===== src/hdl/alist_pkg.sv =====
// ----------------------------------------------------------------------------
// alist_pkg: shared types and constants for the array list
// Sizes, command and status codes, cell control word and state encoding.
// ----------------------------------------------------------------------------
`default_nettype none

package alist_pkg;

  localparam int DEPTH  = 64;
  localparam int ELEM_W = 32;
  localparam int IDX_W  = $clog2(DEPTH);
  localparam int CNT_W  = $clog2(DEPTH + 1);

  // fixed field widths of the request and response beats
  localparam int CMD_W  = 2;
  localparam int POS_W  = 7;
  localparam int VAL_W  = 32;
  localparam int STAT_W = 3;
  localparam int FIDX_W = 6;
  localparam int LEN_W  = 7;

  localparam logic [CMD_W-1:0] CMD_FIND   = 2'd0;
  localparam logic [CMD_W-1:0] CMD_INSERT = 2'd1;
  localparam logic [CMD_W-1:0] CMD_DELETE = 2'd2;

  localparam logic [STAT_W-1:0] STAT_OK        = 3'd0;
  localparam logic [STAT_W-1:0] STAT_FULL      = 3'd1;
  localparam logic [STAT_W-1:0] STAT_ILLEGAL   = 3'd2;
  localparam logic [STAT_W-1:0] STAT_EMPTY     = 3'd3;
  localparam logic [STAT_W-1:0] STAT_NOT_FOUND = 3'd4;

  typedef logic [ELEM_W-1:0] elem_t;

  typedef enum logic [2:0] {
    CELL_HOLD,
    CELL_INSERT,
    CELL_DELETE,
    CELL_COMPARE,
    CELL_SHIFT
  } cell_op_t;

  typedef struct packed {
    cell_op_t         op;
    logic [CNT_W-1:0] pos;
    logic [CNT_W-1:0] count;
    elem_t            key;
  } cell_ctl_t;

  typedef enum logic [1:0] {
    ST_IDLE,
    ST_EXEC,
    ST_SCAN,
    ST_DONE
  } state_t;

  // sign-extend the request value, then keep the element bits
  function automatic elem_t to_elem(input logic [VAL_W-1:0] v);
    logic [63:0] wide;
    wide = {{(64 - VAL_W){v[VAL_W-1]}}, v};
    return wide[ELEM_W-1:0];
  endfunction

endpackage

`default_nettype wire


===== src/hdl/alist_req_if.sv =====
// ----------------------------------------------------------------------------
// alist_req_if: request channel
// Valid/ready channel carrying one command beat.
// ----------------------------------------------------------------------------
`default_nettype none

interface alist_req_if import alist_pkg::*; ();
  logic             valid;
  logic             ready;
  logic [CMD_W-1:0] command;
  logic [POS_W-1:0] position;
  logic [VAL_W-1:0] value;

  modport source (output valid, command, position, value, input ready);
  modport sink   (input valid, command, position, value, output ready);
endinterface

`default_nettype wire


===== src/hdl/alist_rsp_if.sv =====
// ----------------------------------------------------------------------------
// alist_rsp_if: response channel
// Valid/ready channel carrying one result beat.
// ----------------------------------------------------------------------------
`default_nettype none

interface alist_rsp_if import alist_pkg::*; ();
  logic              valid;
  logic              ready;
  logic [STAT_W-1:0] status;
  logic [FIDX_W-1:0] found_index;
  logic [LEN_W-1:0]  length;

  modport source (output valid, status, found_index, length, input ready);
  modport sink   (input valid, status, found_index, length, output ready);
endinterface

`default_nettype wire


===== src/hdl/alist_ctrl.sv =====
// ----------------------------------------------------------------------------
// alist_ctrl: command sequencer
// Checks each command, drives the cell row, walks find matches, holds result.
// ----------------------------------------------------------------------------
`default_nettype none

module alist_ctrl import alist_pkg::*; (
  input  wire logic  clk,
  input  wire logic  rst,
  alist_req_if.sink  req,
  alist_rsp_if.source rsp,
  input  wire logic  match_head,
  output cell_ctl_t  ctl
);

  state_t            state, state_next;
  logic [CMD_W-1:0]  cmd;
  logic [POS_W-1:0]  pos;
  elem_t             key;
  logic [CNT_W-1:0]  count, count_next;
  logic [IDX_W-1:0]  scan_cnt, scan_cnt_next;
  logic [STAT_W-1:0] res_status, res_status_next;
  logic [FIDX_W-1:0] res_fidx, res_fidx_next;
  logic              rsp_valid, rsp_valid_next;
  logic [STAT_W-1:0] rsp_status;
  logic [FIDX_W-1:0] rsp_fidx;
  logic [LEN_W-1:0]  rsp_len;
  logic              rsp_load;
  logic              req_beat;
  logic [31:0]       pos_w, cnt_w, scan_w;

  assign req_beat = req.valid && req.ready;
  assign pos_w    = 32'(pos);
  assign cnt_w    = 32'(count);
  assign scan_w   = 32'(scan_cnt);

  assign req.ready       = (state == ST_IDLE);
  assign rsp.valid       = rsp_valid;
  assign rsp.status      = rsp_status;
  assign rsp.found_index = rsp_fidx;
  assign rsp.length      = rsp_len;

  always_ff @(posedge clk) begin
    if (rst) begin
      state     <= ST_IDLE;
      count     <= '0;
      rsp_valid <= 1'b0;
    end else begin
      state     <= state_next;
      count     <= count_next;
      rsp_valid <= rsp_valid_next;
    end
  end

  always_ff @(posedge clk) begin
    scan_cnt   <= scan_cnt_next;
    res_status <= res_status_next;
    res_fidx   <= res_fidx_next;
    if (req_beat) begin
      cmd <= req.command;
      pos <= req.position;
      key <= to_elem(req.value);
    end
    if (rsp_load) begin
      rsp_status <= res_status;
      rsp_fidx   <= res_fidx;
      rsp_len    <= LEN_W'(count);
    end
  end

  always_comb begin
    state_next      = state;
    count_next      = count;
    scan_cnt_next   = scan_cnt;
    res_status_next = res_status;
    res_fidx_next   = res_fidx;
    rsp_valid_next  = rsp_valid && !rsp.ready;
    rsp_load        = 1'b0;
    ctl.op          = CELL_HOLD;
    ctl.pos         = CNT_W'(pos);
    ctl.count       = count;
    ctl.key         = key;

    case (state)
      ST_IDLE: begin
        if (req_beat) begin
          state_next = ST_EXEC;
        end
      end
      ST_EXEC: begin
        res_status_next = STAT_OK;
        res_fidx_next   = '0;
        state_next      = ST_DONE;
        case (cmd)
          CMD_FIND: begin
            if (count == '0) begin
              res_status_next = STAT_NOT_FOUND;
            end else begin
              ctl.op        = CELL_COMPARE;
              scan_cnt_next = '0;
              state_next    = ST_SCAN;
            end
          end
          CMD_INSERT: begin
            if (count == CNT_W'(DEPTH)) begin
              res_status_next = STAT_FULL;
            end else if (pos_w > cnt_w) begin
              res_status_next = STAT_ILLEGAL;
            end else begin
              ctl.op     = CELL_INSERT;
              count_next = count + 1'b1;
            end
          end
          CMD_DELETE: begin
            if (pos_w >= cnt_w) begin
              res_status_next = STAT_EMPTY;
            end else begin
              ctl.op     = CELL_DELETE;
              count_next = count - 1'b1;
            end
          end
          default: res_status_next = STAT_OK;
        endcase
      end
      ST_SCAN: begin
        // cell 0 shows the flag of slot scan_cnt; advance the flags otherwise
        if (match_head) begin
          res_status_next = STAT_OK;
          res_fidx_next   = FIDX_W'(scan_cnt);
          state_next      = ST_DONE;
        end else if (scan_w + 32'd1 >= cnt_w) begin
          res_status_next = STAT_NOT_FOUND;
          state_next      = ST_DONE;
        end else begin
          ctl.op        = CELL_SHIFT;
          scan_cnt_next = scan_cnt + 1'b1;
        end
      end
      ST_DONE: begin
        // hold until the output register is free
        if (!rsp_valid || rsp.ready) begin
          rsp_load       = 1'b1;
          rsp_valid_next = 1'b1;
          state_next     = ST_IDLE;
        end
      end
      default: state_next = ST_IDLE;
    endcase
  end

  a_count_only_in_exec: assert property (@(posedge clk) disable iff (rst)
    (state != ST_EXEC) |=> $stable(count))
    else $error("list length changed outside command execution");

  a_scan_below_count: assert property (@(posedge clk) disable iff (rst)
    (state == ST_SCAN) |-> (scan_w < cnt_w))
    else $error("find walk passed the list length");

  a_full_means_depth: assert property (@(posedge clk) disable iff (rst)
    (rsp_load && res_status == STAT_FULL) |-> (count == CNT_W'(DEPTH)))
    else $error("full reported on a list that is not full");

  a_accept_only_idle: assert property (@(posedge clk) disable iff (rst)
    req_beat |=> (state == ST_EXEC))
    else $error("accepted request did not start execution");

endmodule

`default_nettype wire


===== src/flat_wrapper.sv =====
// flat-port wrapper written by rule: the top's interface ports become plain ports
module alist_ctrl_flat import alist_pkg::*;
  (clk, rst, match_head, ctl, req_valid, req_command, req_position, req_value, req_ready, rsp_valid, rsp_status, rsp_found_index, rsp_length, rsp_ready);
  alist_req_if req_i ();
  alist_rsp_if rsp_i ();
  input  wire logic clk;
  input  wire logic rst;
  input  wire logic match_head;
  output cell_ctl_t ctl;
  input wire logic [$bits(req_i.valid)-1:0] req_valid;
  input wire logic [$bits(req_i.command)-1:0] req_command;
  input wire logic [$bits(req_i.position)-1:0] req_position;
  input wire logic [$bits(req_i.value)-1:0] req_value;
  output wire logic [$bits(req_i.ready)-1:0] req_ready;
  output wire logic [$bits(rsp_i.valid)-1:0] rsp_valid;
  output wire logic [$bits(rsp_i.status)-1:0] rsp_status;
  output wire logic [$bits(rsp_i.found_index)-1:0] rsp_found_index;
  output wire logic [$bits(rsp_i.length)-1:0] rsp_length;
  input wire logic [$bits(rsp_i.ready)-1:0] rsp_ready;
  assign req_i.valid = req_valid;
  assign req_i.command = req_command;
  assign req_i.position = req_position;
  assign req_i.value = req_value;
  assign req_ready = req_i.ready;
  assign rsp_valid = rsp_i.valid;
  assign rsp_status = rsp_i.status;
  assign rsp_found_index = rsp_i.found_index;
  assign rsp_length = rsp_i.length;
  assign rsp_i.ready = rsp_ready;
  alist_ctrl u_core (.clk(clk), .rst(rst), .req(req_i), .rsp(rsp_i), .match_head(match_head), .ctl(ctl));
endmodule

===== config.mk =====
export PLATFORM = sky130hd
export DESIGN_NAME = alist_ctrl_flat
export DESIGN_NICKNAME = d
export VERILOG_FILES = /design/src/hdl/alist_pkg.sv /design/src/hdl/alist_req_if.sv /design/src/hdl/alist_rsp_if.sv /design/src/hdl/alist_ctrl.sv /design/src/flat_wrapper.sv
export SDC_FILE = /design/constraint.sdc
export NUM_CORES = 1
export LEC_CHECK = 0
export BUFFER_PORTS_ARGS = -buffer_cell sky130_fd_sc_hd__buf_2
export CORE_ASPECT_RATIO = 0.6
export CORE_MARGIN = 10
export CORE_UTILIZATION = 46
export DETAILED_ROUTE_END_ITERATION = 8
export PLACE_DENSITY_LB_ADDON = 0.3
export SETUP_SLACK_MARGIN = 0.02
export SLEW_MARGIN = 30
export SYNTH_ARGS = -nofsm -noshare
export SYNTH_HDL_FRONTEND = slang
export SYNTH_SLANG_ARGS = --single-unit

===== constraint.sdc =====
create_clock -name clk -period 2.3 [get_ports clk]
set_input_delay 0.46 -clock clk [delete_from_list [all_inputs] [get_ports clk]]
set_output_delay 0.46 -clock clk [all_outputs]
set_load 0.01 [all_outputs]

==> qor.yml <==
routabilityCongestion: 0.7986
clock_sinks: 82
critPathTopFamily: "compound AO/OA/AOI/OAI gates"
rows: 24
drtAntennaViolNets: 0
vias: 2499
path_clk_slew_ps: 70
antenna_found_initial: 0
cap_violations: 0
tightest_slew_ps: 703.5
path_cells: "ha_4 > nand3_2 > xnor2_2 > ha_2 > a21o_1 > a211o_1 > a41oi_2 > and2_4 > buf_6"
final_util_pct: 69.56
hold_path.class: "in2reg"
ctsHtreeMaxLevel: 3
path_max_fanout: 4
relSlewSlack_pct: 53.00
grt_pass1_wl_um: 13640
critPathLaunchType: "flip-flop"
crit_arrival_ps: 2340
slew_violations: 0
wl_per_cell_um: 16.47
seq_area_frac_synth_pct: 66.76
drive_gt1_share_pct: 52.63
power_w: 0.005738
synth_common_cells: "edfxtp_1, ha_1, nor2_1"
ys_ff_latch: 82
numCtsBuffers: 9
rsz0062_at_grt: "yes"
path_class: "reg2out"
root_buffer: "clkbuf_16"
finalNetCount: 484
io-pin-count: 113
worst-path-buf-inv: 1
core_um2: 7357
yosys-top-cells-area: "edfxtp_1, ha_1, dfxtp_1, and2_1, a21oi_1"
grt_usage_pct: 14.79
violations: "setup timing"
clk_path_buf_depth: 2
nFillCells: 537
grt-ovfl-total: 0
finalHoldViolations: 0
cp_slowest_cell: "edfxtp_1"
routed_via_density: 4.787
fin_crit_ps: 2796
fin_cells: 522
preCtsSetupSlack_ps: -188.7
clk-insertion-delay-late_ps: 340
dp.cells: 495
port-buffer-count: 112
max_stage_delay_ps: 490
syn_inst: 250
yosys_warnings: 0
setup_violations: 11
cts_tree: "built"
yosysMostFrequentCell: "edfxtp_1"
p_leak_nw: 2.152
yosysTopAreaCell: "edfxtp_1"
drt_wl_total_um: 8595
worstPathRequired_ps: 1840
setup_ws_ps: -496.3
grt_max_degree: 42
drt_pass1_iterations: 4
synthesis.nets: 321
synthFlopType: "edfxtp_1"
synth.top_cell.area_share_pct: 61.10
synth_area_per_cell_um2: 14.15
synth.cell_area_um2: 3538
start_util_pct: 48.10
hold_ws_ps: 295.3
skew_ps: 6.323
async_flop_share_pct: 0
fmax_mhz: 357.6
hpwl_um: 6466
drc: 0
synth_edf_count: 72
die_w_um: 133.2
drtIter0Drc: 119
grt_pass1_vias: 2647
outcome: "finished with violations"
dieArea_um2: 11720
peakVddDrop_uv: 820.1
timing.final.crit_share_pct: 121.6
syn2layout_area_growth_pct: 44.63
p_per_area_nw_per_um2: 1121
dieHeight_um: 87.94
critPathCaptureType: "primary output"
num_antenna_cells: 0
synth_cell_type_count: 43
==> power breakdown <==
group          leakage, nW  internal [W]  switching, W
sequential           0.763       0.00215      0.000155
clock                0.140      0.000757      0.000617
combinational         1.25      0.000944       0.00112
total                 2.15       0.00385       0.00189
==> cells in the final DEF (no fill, tap or decap), types with 6 or more instances in the layout <==
master / n
nor2_1: 15
nand2_1: 12
clkbuf_16: 9
inv_1: 13
ha_1: 18
nor2b_1: 6
buf_2: 111
a21oi_1: 8
edfxtp_1: 72
buf_4: 39
and2_1: 11
dfxtp_1: 9
==> worst paths after layout <==
kind	from	slack, ps	depth (start not counted)	end
setup / recovery	u_core.scan_cnt[0]	-500	9	ctl[48]
hold / removal	req_value[24]	300	1	u_core.key[24]
setup reg to reg	u_core.scan_cnt[0]	-120	10	u_core.state[1]
hold reg to reg	u_core.res_fidx[3]	420	0	u_core.rsp.found_index[3]
==> layout make-up <==
class | count | area [µm²] | share of cell area, %
clock buffer | 9 | 225.2 | 4.401
clock inverter | 7 | 67.56 | 1.320
inverter | 15 | 56.30 | 1.100
multi-input combinational | 151 | 1373 | 26.82
sequential | 82 | 2364 | 46.19
tap | 104 | 130.1 | 2.543
timing repair buffer | 154 | 902.1 | 17.63
==> flip-flops by register name, indices dropped and copies added (netlist names) <==
signal and cells:
u_core.res_fidx 6, u_core.rsp.length 7, u_core.rsp.found_index 6, u_core.cmd 2, u_core.pos 7, u_core.res_status 3, u_core.count 7, u_core.scan_cnt 6
u_core.rsp.valid 1, u_core.state 2, u_core.key 32, u_core.rsp.status 3
==> what timing repair did <==
action,CTS,global route
gates resized for setup,36,15
pin swaps,21,19
buffers inserted,7,5
cloned,0,0
setup endpoints to repair,15,15
hold buffers,0,0
==> cell families (layout without fill, tap and decap cells) <==
kind of cell             Yosys count  after routing  share of synthesized area, %
AO/OA/AOI/OAI                     41             41                         8.062
XOR/XNOR                           8              8                         1.980
adder cells (fa/ha/maj)           25             25                         9.052
buffers and inverters             17            185                         1.838
flip-flops                        82             82                         66.76
multiplexers                       5              5                         1.556
AND/OR/NAND/NOR                   72             72                         10.75
==> routing by layer <==
metal	wire, µm	GRT usage [%]
met5	0	0
met4	74	4.031
met3	761	7.257
met1	3713	18.08
met2	4045	23.10
==> stage by stage <==
step | TNS [ps] | area, µm²
4_1_cts | -1040 | 5009
2_1_floorplan | -223.1 | 3567
3_5_place_dp | -1493 | 4483
3_3_place_gp | -776.6 | 4483
5_1_grt | -3168 | 5117
6_report | -1532 | 5117
Power figures use the tool's default switching activity.
