--- config.mk ---
export PLATFORM = sky130hd
export DESIGN_NAME = alist_cell
export DESIGN_NICKNAME = d
export VERILOG_FILES = /design/src/hdl/alist_pkg.sv /design/src/hdl/alist_cell.sv
export SDC_FILE = /design/constraint.sdc
export NUM_CORES = 1
export LEC_CHECK = 0
export BUFFER_PORTS_ARGS = -buffer_cell sky130_fd_sc_hd__buf_2
export CORE_UTILIZATION = 46
export CTS_BUF_LIST = sky130_fd_sc_hd__clkbuf_8
export DETAILED_ROUTE_END_ITERATION = 16
export PLACE_DENSITY = 0.82
export SLEW_MARGIN = 15
export SYNTH_ARGS = -nofsm -noshare
export SYNTH_HDL_FRONTEND = slang
export SYNTH_SLANG_ARGS = --single-unit
export TNS_END_PERCENT = 100
--- constraint.sdc ---
create_clock -name clk -period 3.3 [get_ports clk]
set_input_delay 0.66 -clock clk [delete_from_list [all_inputs] [get_ports clk]]
set_output_delay 0.66 -clock clk [all_outputs]
set_load 0.005 [all_outputs]
--- src/hdl/alist_pkg.sv ---
// ----------------------------------------------------------------------------
// alist_pkg: shared types and constants for the array list
// Sizes, command and status codes, cell control word and state encoding.
// ----------------------------------------------------------------------------
`default_nettype none

package alist_pkg;

  localparam int DEPTH  = 64;
  localparam int ELEM_W = 32;
  localparam int IDX_W  = $clog2(DEPTH);
  localparam int CNT_W  = $clog2(DEPTH + 1);

  // fixed field widths of the request and response beats
  localparam int CMD_W  = 2;
  localparam int POS_W  = 7;
  localparam int VAL_W  = 32;
  localparam int STAT_W = 3;
  localparam int FIDX_W = 6;
  localparam int LEN_W  = 7;

  localparam logic [CMD_W-1:0] CMD_FIND   = 2'd0;
  localparam logic [CMD_W-1:0] CMD_INSERT = 2'd1;
  localparam logic [CMD_W-1:0] CMD_DELETE = 2'd2;

  localparam logic [STAT_W-1:0] STAT_OK        = 3'd0;
  localparam logic [STAT_W-1:0] STAT_FULL      = 3'd1;
  localparam logic [STAT_W-1:0] STAT_ILLEGAL   = 3'd2;
  localparam logic [STAT_W-1:0] STAT_EMPTY     = 3'd3;
  localparam logic [STAT_W-1:0] STAT_NOT_FOUND = 3'd4;

  typedef logic [ELEM_W-1:0] elem_t;

  typedef enum logic [2:0] {
    CELL_HOLD,
    CELL_INSERT,
    CELL_DELETE,
    CELL_COMPARE,
    CELL_SHIFT
  } cell_op_t;

  typedef struct packed {
    cell_op_t         op;
    logic [CNT_W-1:0] pos;
    logic [CNT_W-1:0] count;
    elem_t            key;
  } cell_ctl_t;

  typedef enum logic [1:0] {
    ST_IDLE,
    ST_EXEC,
    ST_SCAN,
    ST_DONE
  } state_t;

  // sign-extend the request value, then keep the element bits
  function automatic elem_t to_elem(input logic [VAL_W-1:0] v);
    logic [63:0] wide;
    wide = {{(64 - VAL_W){v[VAL_W-1]}}, v};
    return wide[ELEM_W-1:0];
  endfunction

endpackage

`default_nettype wire

--- src/hdl/alist_cell.sv ---
// ----------------------------------------------------------------------------
// alist_cell: one list slot
// Holds one entry and a match flag; trades entries and flags with neighbors.
// ----------------------------------------------------------------------------
`default_nettype none

module alist_cell import alist_pkg::*; (
  input  wire logic             clk,
  input  wire logic             rst,
  input  wire logic [IDX_W-1:0] idx,
  input  wire cell_ctl_t        ctl,
  input  wire elem_t            left_entry,
  input  wire elem_t            right_entry,
  input  wire logic             right_match,
  output elem_t                 entry,
  output logic                  match
);

  logic [CNT_W-1:0] idx_c;
  logic             match_next;

  assign idx_c = CNT_W'(idx);

  always_comb begin
    match_next = match;
    case (ctl.op)
      CELL_COMPARE: match_next = (entry == ctl.key) && (idx_c < ctl.count);
      CELL_SHIFT:   match_next = right_match;
      default:      match_next = match;
    endcase
  end

  always_ff @(posedge clk) begin
    if (rst) begin
      match <= 1'b0;
    end else begin
      match <= match_next;
    end
  end

  always_ff @(posedge clk) begin
    case (ctl.op)
      CELL_INSERT: begin
        // open a gap at pos: upper slots take their left neighbor, slot pos takes the key
        if (idx_c > ctl.pos) begin
          entry <= left_entry;
        end else if (idx_c == ctl.pos) begin
          entry <= ctl.key;
        end
      end
      CELL_DELETE: begin
        // close the gap: slots from pos up take their right neighbor
        if (idx_c >= ctl.pos) begin
          entry <= right_entry;
        end
      end
      default: entry <= entry;
    endcase
  end

endmodule

`default_nettype wire

==> summary.txt, run 1 <==
Detailed placement HPWL: 5010 µm
Type of the worst setup path: input port to register
Post-synthesis net count: 336
Critical-path top delay cell: mux2_2
Remaining design rule violation count: 0
Fraction of synthesized cell area in xor and xnor cells: 10.52%
Gate count after technology mapping: 203
Clock net sink count: 33
Reg2Reg Depth: 5
Setup Skew: 0.005239 ns
Post-Synth Adder-Cell Area: 5.167%
Number of DRC markers in iteration 0: 57
Largest vdd supply drop: 234.3 µV
R2r startpoint: entry[12]
Crit path setup slack, layout: 1.057 ns
Seq cells post-synth: 33
Maximum number of pins on one net before global-route repair: 33
Global-route usage over all layers: 20.79%
Switching share of power: 25.28%
Sequential Power Share: 45.0%
Worst slew margin relative to its limit: 65.20%
Post-Place Cell Area: 0.003485 mm²
Average routed wire per standard cell: 14.34 µm
CP Max Fanout: 32
Remaining Overflow, GRT: 0
Count of warnings emitted by yosys: 0
# setup viols final: 0
Vertical die dimension: 78.10 µm
Post-Syn Area: 0.002664 mm²
Fraction of post-synthesis cell area in the top cell type by area: 36.07%
Share of final-layout standard cells stronger than drive strength 1: 64.19%
Worst path top cell family by delay: compound AO/OA/AOI/OAI gates
Compound-cell area share of the yosys netlist: 4.838%
Root cell of the clock tree: clkbuf_8
Final WL: 6237 µm
Antenna Diode Count: 0
Post-synthesis average cell area: 13.12 µm²
Share of cell area taken by muxes after synthesis: 31.28%
Post_cts resized: 0
Antenna violations before repair: 0
Design area: 0.003565 mm²
Placeable core area: 0.005540 mm²
Tightest Pin Transition: 0.5172 ns
Sw power: 0.0002829 W
Unrepaired setup endpoints after global routing: no
Number of distinct standard cells referenced by the synthesized netlist: 33
F_max: 445.8 MHz
Via count of the routed design: 2,153
Hold Vio Cnt, Final: 0
Fin. max-slew vios: 0
Antenna violation net count after detailed routing: 0
Leading post-synthesis cells by cell area: edfxtp_1 36%, mux2_4 17%, mux2_2 14%
Worst setup path startpoint: idx[1]
Part of the Yosys area used for sequential elements: 36.82%
Initial core utilization: 48.08%
Standby leakage power: 1.687 nW
Clk network pwr share: 25.4%
Number of global-route vias before repair: 2,212
Post-CTS Setup Repair Bufs: 0
Number of hold buffers added after CTS: 0
Detailed Routing Iterations Pass 1: 4
Reg2Reg Capture Point: match
Final sum of negative setup slack: 0 ns
Total of max-cap violations: 0
Fill cell count: 468
TritonCTS clock tree: yes
Weighted congestion reported at the end of routability-driven placement: 0.7845
Count of input and output buffers: 154
Dominant combinational cell family by area after synthesis: multiplexers
Wire length of the first global-routing pass: 9763 µm
Data arrival time of the critical path: 2.27 ns
Clock latency of the later-clocked register in the worst-skew pair: 0.28 ns
Hold depth: 2
Outcome: finished clean
Final clock period utilization by the worst path: 67.98%
Worst path cell trace: buf_2, ha_1, nor2b_1, o21ai_1, a21oi_2, o21ai_4, buf_12, mux2_2
HP Start: match
Terminating pin of the worst hold path: match
CP max stage delay: 0.37 ns
Clock buffer depth: 2
Count of boundary I/O pins: 155
Area delta synth->final: 33.82%
Area leader, netlist: edfxtp_1
Buf/Inv on CP: 2
H-tree levels: 2
Post-layout utilization of the core: 64.34%
Kind of path behind the tightest hold check: register to register
Endpoint class of the critical path: register
Setup slack, reg-to-reg: 1.68 ns
Post-Synth Simple-Gate Area: 6.294%
Worst slack at placement: 0.7559 ns
Die outline width: 78.10 µm
Power per standard cell area: 313.9 mW/mm²
Overall die area: 0.006099 mm²
CTS clk-pin slew, worst paths: 0.07 ns
Number of buffers inserted during clock tree synthesis: 5
Via density per instance: 4.949
Type of element launching the critical path: input port
Internal power contribution: 0.0008360 W
Post-route minimum period: 2.243 ns
Standard-cell rows: 27
Net total in the final layout: 495
Critical path required time: 3.33 ns
Combinational fraction of design power: 29.6%
[area by class of cell]
type,instances,area [µm²],area share [%]
Timing Repair Buffer,158,813.3,22.82
Tap cell,72,90.09,2.527
Clock buffer,5,68.82,1.931
Multi-Input combinational cell,150,1548,43.42
Inverter,14,52.55,1.474
Sequential cell,33,980.9,27.52
Clock inverter,3,11.26,0.3159
[power groups by stage]
stage	sequential, W	clock [W]	combinational (W)
after floorplan	0.000515	0	0.000210
after global placement	0.000512	0	0.000324
after detailed placement	0.000513	0	0.000334
after CTS	0.000504	0.000293	0.000335
after global routing	0.000506	0.000313	0.000361
final	0.000504	0.000284	0.000331
[cell families (layout without fill, tap and decap cells)]
logic type                 count (synthesis)  in the layout
buffers and inverters                     20            180
adders and majority gates                 11             11
xor gates and xnor gates                  32             32
AOI/OAI and AO/OA                         18             18
muxes                                     64             64
DFF                                       33             33
and+or+nand+nor                           25             25
[synth_stat cells, drive strengths merged]
| cell | number |
|---|---|
| nand4 | 7 |
| a21o | 3 |
| nand4bb | 1 |
| nor2b | 2 |
| mux2 | 64 |
| edfxtp | 32 |
| nor2 | 4 |
| xor2 | 1 |
| xnor2 | 31 |
| inv | 14 |
| o21ai | 5 |
| and2 | 1 |
| nor3 | 3 |
| ha | 11 |
| o21a | 1 |
| nand3 | 2 |
| nor3b | 1 |
| nand4b | 2 |
| o221ai | 1 |
| a21oi | 5 |
| a31oi | 1 |
| nor4 | 1 |
| o211ai | 1 |
| dfxtp | 1 |
| nand2b | 1 |
| a21boi | 1 |
| buf | 6 |
[worst reg2reg max path: cells and delay by family, from the launching register on]
kind,cells,cell delay (ns)
flip-flops,1,0.41
AO/OA/AOI/OAI,2,0.30
AND/OR/NAND/NOR,2,0.63
XOR/XNOR,1,0.21
[cell usage in the layout (no fill, tap or decap), drive strengths merged, types with 2 or more instances in the layout]
| cell type | count |
|---|---|
| buf | 158 |
| mux2 | 64 |
| nand3 | 2 |
| xnor2 | 31 |
| nor3 | 3 |
| o21ai | 5 |
| clkbuf | 5 |
| nand4 | 7 |
| nor2 | 4 |
| edfxtp | 32 |
| ha | 11 |
| inv | 17 |
| a21o | 3 |
| a21oi | 5 |
| nand4b | 2 |
| nor2b | 2 |
[worst max path at each step]
stage	endpoint	slack [ns]	cells after the start
finish	entry[0]	1.06	8
global route	entry[0]	1.00	8
CTS	entry[0]	1.05	8
detailed placement	entry[0]	0.76	8
global placement	entry[0]	0.81	8
floorplan	entry[0]	0.79	7
[state kept, by name (all words and copies together) (netlist names)]
name,flops
entry,32
match,1
[metrics by stage]
stage	std cells	power, W	hold WS [ns]
3_3_place_gp	427	0.0008359	0.5755
3_5_place_dp	427	0.0008468	0.5797
2_1_floorplan	203	0.0007242	0.5530
6_report	435	0.001119	0.5980
4_1_cts	435	0.001132	0.5967
5_1_grt	435	0.001181	0.6520
[metal layers]
| metal | up-vias | GRT usage [%] | part of all wire (%) |
|---|---|---|---|
| li1 | 1072 | - | - |
| met3 | 2 | 5.233 | 6.2 |
| met2 | 84 | 38.77 | 53 |
| met5 | - | 0 | 0 |
| met4 | 0 | 4.630 | 0.24 |
| met1 | 995 | 23.67 | 41 |
Power figures use the tool's default switching activity.
==> run 2, diff against run 1 <==
--- a/config.mk
+++ b/config.mk
@@ -5,11 +5,12 @@
 export SDC_FILE = /design/constraint.sdc
 export NUM_CORES = 1
 export LEC_CHECK = 0
+export ABC_AREA = 1
 export BUFFER_PORTS_ARGS = -buffer_cell sky130_fd_sc_hd__buf_2
-export CORE_UTILIZATION = 46
+export CORE_UTILIZATION = 42
 export CTS_BUF_LIST = sky130_fd_sc_hd__clkbuf_8
 export DETAILED_ROUTE_END_ITERATION = 16
-export PLACE_DENSITY = 0.82
+export PLACE_DENSITY = 0.77
 export SLEW_MARGIN = 15
 export SYNTH_ARGS = -nofsm -noshare
 export SYNTH_HDL_FRONTEND = slang
==> constraint.sdc (replaced) <==
create_clock -name clk -period 1.95 [get_ports clk]
set_input_delay 0.39 -clock clk [delete_from_list [all_inputs] [get_ports clk]]
set_output_delay 0.39 -clock clk [all_outputs]
set_load 0.005 [all_outputs]
==> summary.txt, run 2 <==
Outcome: finished clean
Detailed placement HPWL: 7110 µm
Part of the Yosys area used for sequential elements: 33.78%
Antenna violation net count after detailed routing: 0
Tightest Pin Transition: 0.2469 ns
Sequential Power Share: 42.7%
Buf/Inv on CP: 4
Worst path cell trace: buf_2, inv_6, ha_4, nand2_2, nor3b_4, nand4_2, o211ai_1, nand3_1, clkinvlp_4, clkbuf_16
F_max: 550.4 MHz
Overall die area: 0.007251 mm²
Critical-path top delay cell: ha_4
Worst slew margin relative to its limit: 83.48%
Post-CTS Setup Repair Bufs: 0
Setup Skew: 0.007470 ns
Area delta synth->final: 41.32%
Flip-flop count of the largest register, all copies and words added: 32
Gate count after technology mapping: 446
Worst slack at placement: -0.2245 ns
Number of enable-type register cells in the synthesized netlist: 32
Data arrival time of the critical path: 1.82 ns
Most common library cells after synthesis: 201 x nand2_1, 72 x inv_1, 37 x nand3_1
Fraction of synthesized cell area in xor and xnor cells: 1.508%
# setup viols final: 0
TritonCTS clock tree: yes
H-tree levels: 2
Wire length of the first global-routing pass: 13,830 µm
Registers with the highest flip-flop counts: entry (32), match (1)
Final clock period utilization by the worst path: 93.17%
Via count of the routed design: 3,325
Clock latency of the later-clocked register in the worst-skew pair: 0.29 ns
Internal power contribution: 0.001400 W
Clock net sink count: 33
Leading post-synthesis cells by cell area: edfxtp_1 33%, nand2_1 26%, inv_1 9.3%
Final sum of negative setup slack: 0 ns
Share of final-layout standard cells stronger than drive strength 1: 31.93%
Largest vdd supply drop: 324.5 µV
Antenna violations before repair: 0
Total of max-cap violations: 0
Antenna Diode Count: 0
Unrepaired setup endpoints after global routing: no
Share of cell area taken by muxes after synthesis: 0%
CP Max Fanout: 8
CP max stage delay: 0.26 ns
Post-Synth Simple-Gate Area: 45.58%
Die outline width: 85.15 µm
Post-synthesis net count: 579
Number of distinct standard cells referenced by the synthesized netlist: 23
Count of input and output buffers: 154
Final WL: 8922 µm
Weighted congestion reported at the end of routability-driven placement: 0.8529
Root cell of the clock tree: clkbuf_8
Count of warnings emitted by yosys: 0
Post-layout utilization of the core: 63.19%
Post-Syn Area: 0.002904 mm²
Design area: 0.004104 mm²
Post-synthesis average cell area: 6.511 µm²
Number of DRC markers in iteration 0: 108
Clock buffer depth: 2
Worst path top cell family by delay: buffers and inverters
Critical path required time: 1.96 ns
Remaining Overflow, GRT: 0
Combinational fraction of design power: 32.1%
Kind of path behind the tightest hold check: input port to register
Global-route usage over all layers: 24.66%
Average routed wire per standard cell: 12.86 µm
Footprint of the flip-flops and latches: 980.9 µm²
Area leader, netlist: edfxtp_1
Most frequent cells in the layout: 200 x nand2_1, 153 x buf_2, 69 x inv_1
Number of buffers inserted during clock tree synthesis: 5
Maximum number of pins on one net before global-route repair: 33
Dominant combinational cell family by area after synthesis: simple AND/OR/NAND/NOR gates
Seq cells post-synth: 33
Endpoint class of the critical path: register
Worst hold slack across all endpoints: 0.3732 ns
Top-count cell post-synth: nand2_1
Standard-cell rows: 29
Detailed Routing Iterations Pass 1: 4
Most flops, register: entry
Type of the worst setup path: input port to register
Power per standard cell area: 493.0 mW/mm²
Number of global-route vias before repair: 3,128
Number of hold buffers added after CTS: 0
Most common cell after layout, fill and taps aside: nand2_1
Fill cell count: 609
Count of boundary I/O pins: 155
Setup slack, reg-to-reg: 0.72 ns
Crit path setup slack, layout: 0.1332 ns
Total area of multi-input combinational cells: 0.001603 mm²
Compound-cell area share of the yosys netlist: 1.853%
Standby leakage power: 2.341 nW
Fin. max-slew vios: 0
Hold Vio Cnt, Final: 0
Type of element launching the critical path: input port
Switching share of power: 30.81%
Initial core utilization: 44.71%
Post-Place Cell Area: 0.003944 mm²
Vertical die dimension: 85.15 µm
Via density per instance: 4.791
Post-Synth Adder-Cell Area: 4.739%
Clk network pwr share: 25.1%
Post-route minimum period: 1.817 ns
Net total in the final layout: 749
Ys flop type: edfxtp_1
Placeable core area: 0.006495 mm²
CTS clk-pin slew, worst paths: 0.07 ns
Sw power: 0.0006233 W
Fraction of post-synthesis cell area in the top cell type by area: 33.09%
Asr flop ratio synth: 0%
Remaining design rule violation count: 0
-- run 2: final cells by class --
| type | count | share of cell area, % |
|---|---|---|
| clock inverter | 3 | 0.4268 |
| timing repair buffer | 178 | 25.49 |
| sequential | 33 | 23.90 |
| inverter | 72 | 7.104 |
| clock buffer | 5 | 1.677 |
| multi-input combinational | 326 | 39.05 |
| tap | 77 | 2.348 |
-- run 2: through the flow --
stage,instances,power [W]
after floorplan,446,0.001218
after global routing,694,0.002149
after global placement,683,0.001494
after detailed placement,683,0.001516
after CTS,691,0.002023
final,694,0.002023
-- run 2: final timing paths --
kind | startpoint | cells after the start | to
worst min-delay path | right_entry[23] | 3 | entry[23]
worst max register to register | entry[23] | 9 | match
worst max-delay path | ctl[43] | 10 | entry[20]
worst min register to register | match | 4 | match
-- run 2: power by group through the flow --
stage	registers, W	clock network [W]	logic [W]
detailed placement	0.000879	0	0.000638
global placement	0.000878	0	0.000615
floorplan	0.000881	0	0.000338
finish	0.000864	0.000509	0.000650
CTS	0.000864	0.000519	0.000639
global route	0.000870	0.000547	0.000731
-- run 2: cells by family (layout without fill, tap and decap cells) --
logic type                 count (synthesis)  count (layout)
DFF                                       33              33
adders and majority gates                 11              11
AOI/OAI and AO/OA                          9               9
and+or+nand+nor                          301             301
xor gates and xnor gates                   5               5
buffers and inverters                     87             258
-- run 2: layer usage --
metal	share of wire (%)	wire [µm]	GRT usage (%)
met3	6.6	593	3.696
met5	0	0	0
met4	2.8	250	10.94
met2	50	4471	44.35
met1	40	3607	29.03
-- run 2: tightest hold or removal path: cells and delay by family --
kind                   cells  cell delay [ns]
buffers and inverters      1             0.08
AND/OR/NAND/NOR            2             0.09
-- run 2: what timing repair did --
action / 4_1_cts / 5_1_grt
hold endpoints to repair: 0 / 0
resized for setup: 0 / 4
setup endpoints to repair: 0 / 32
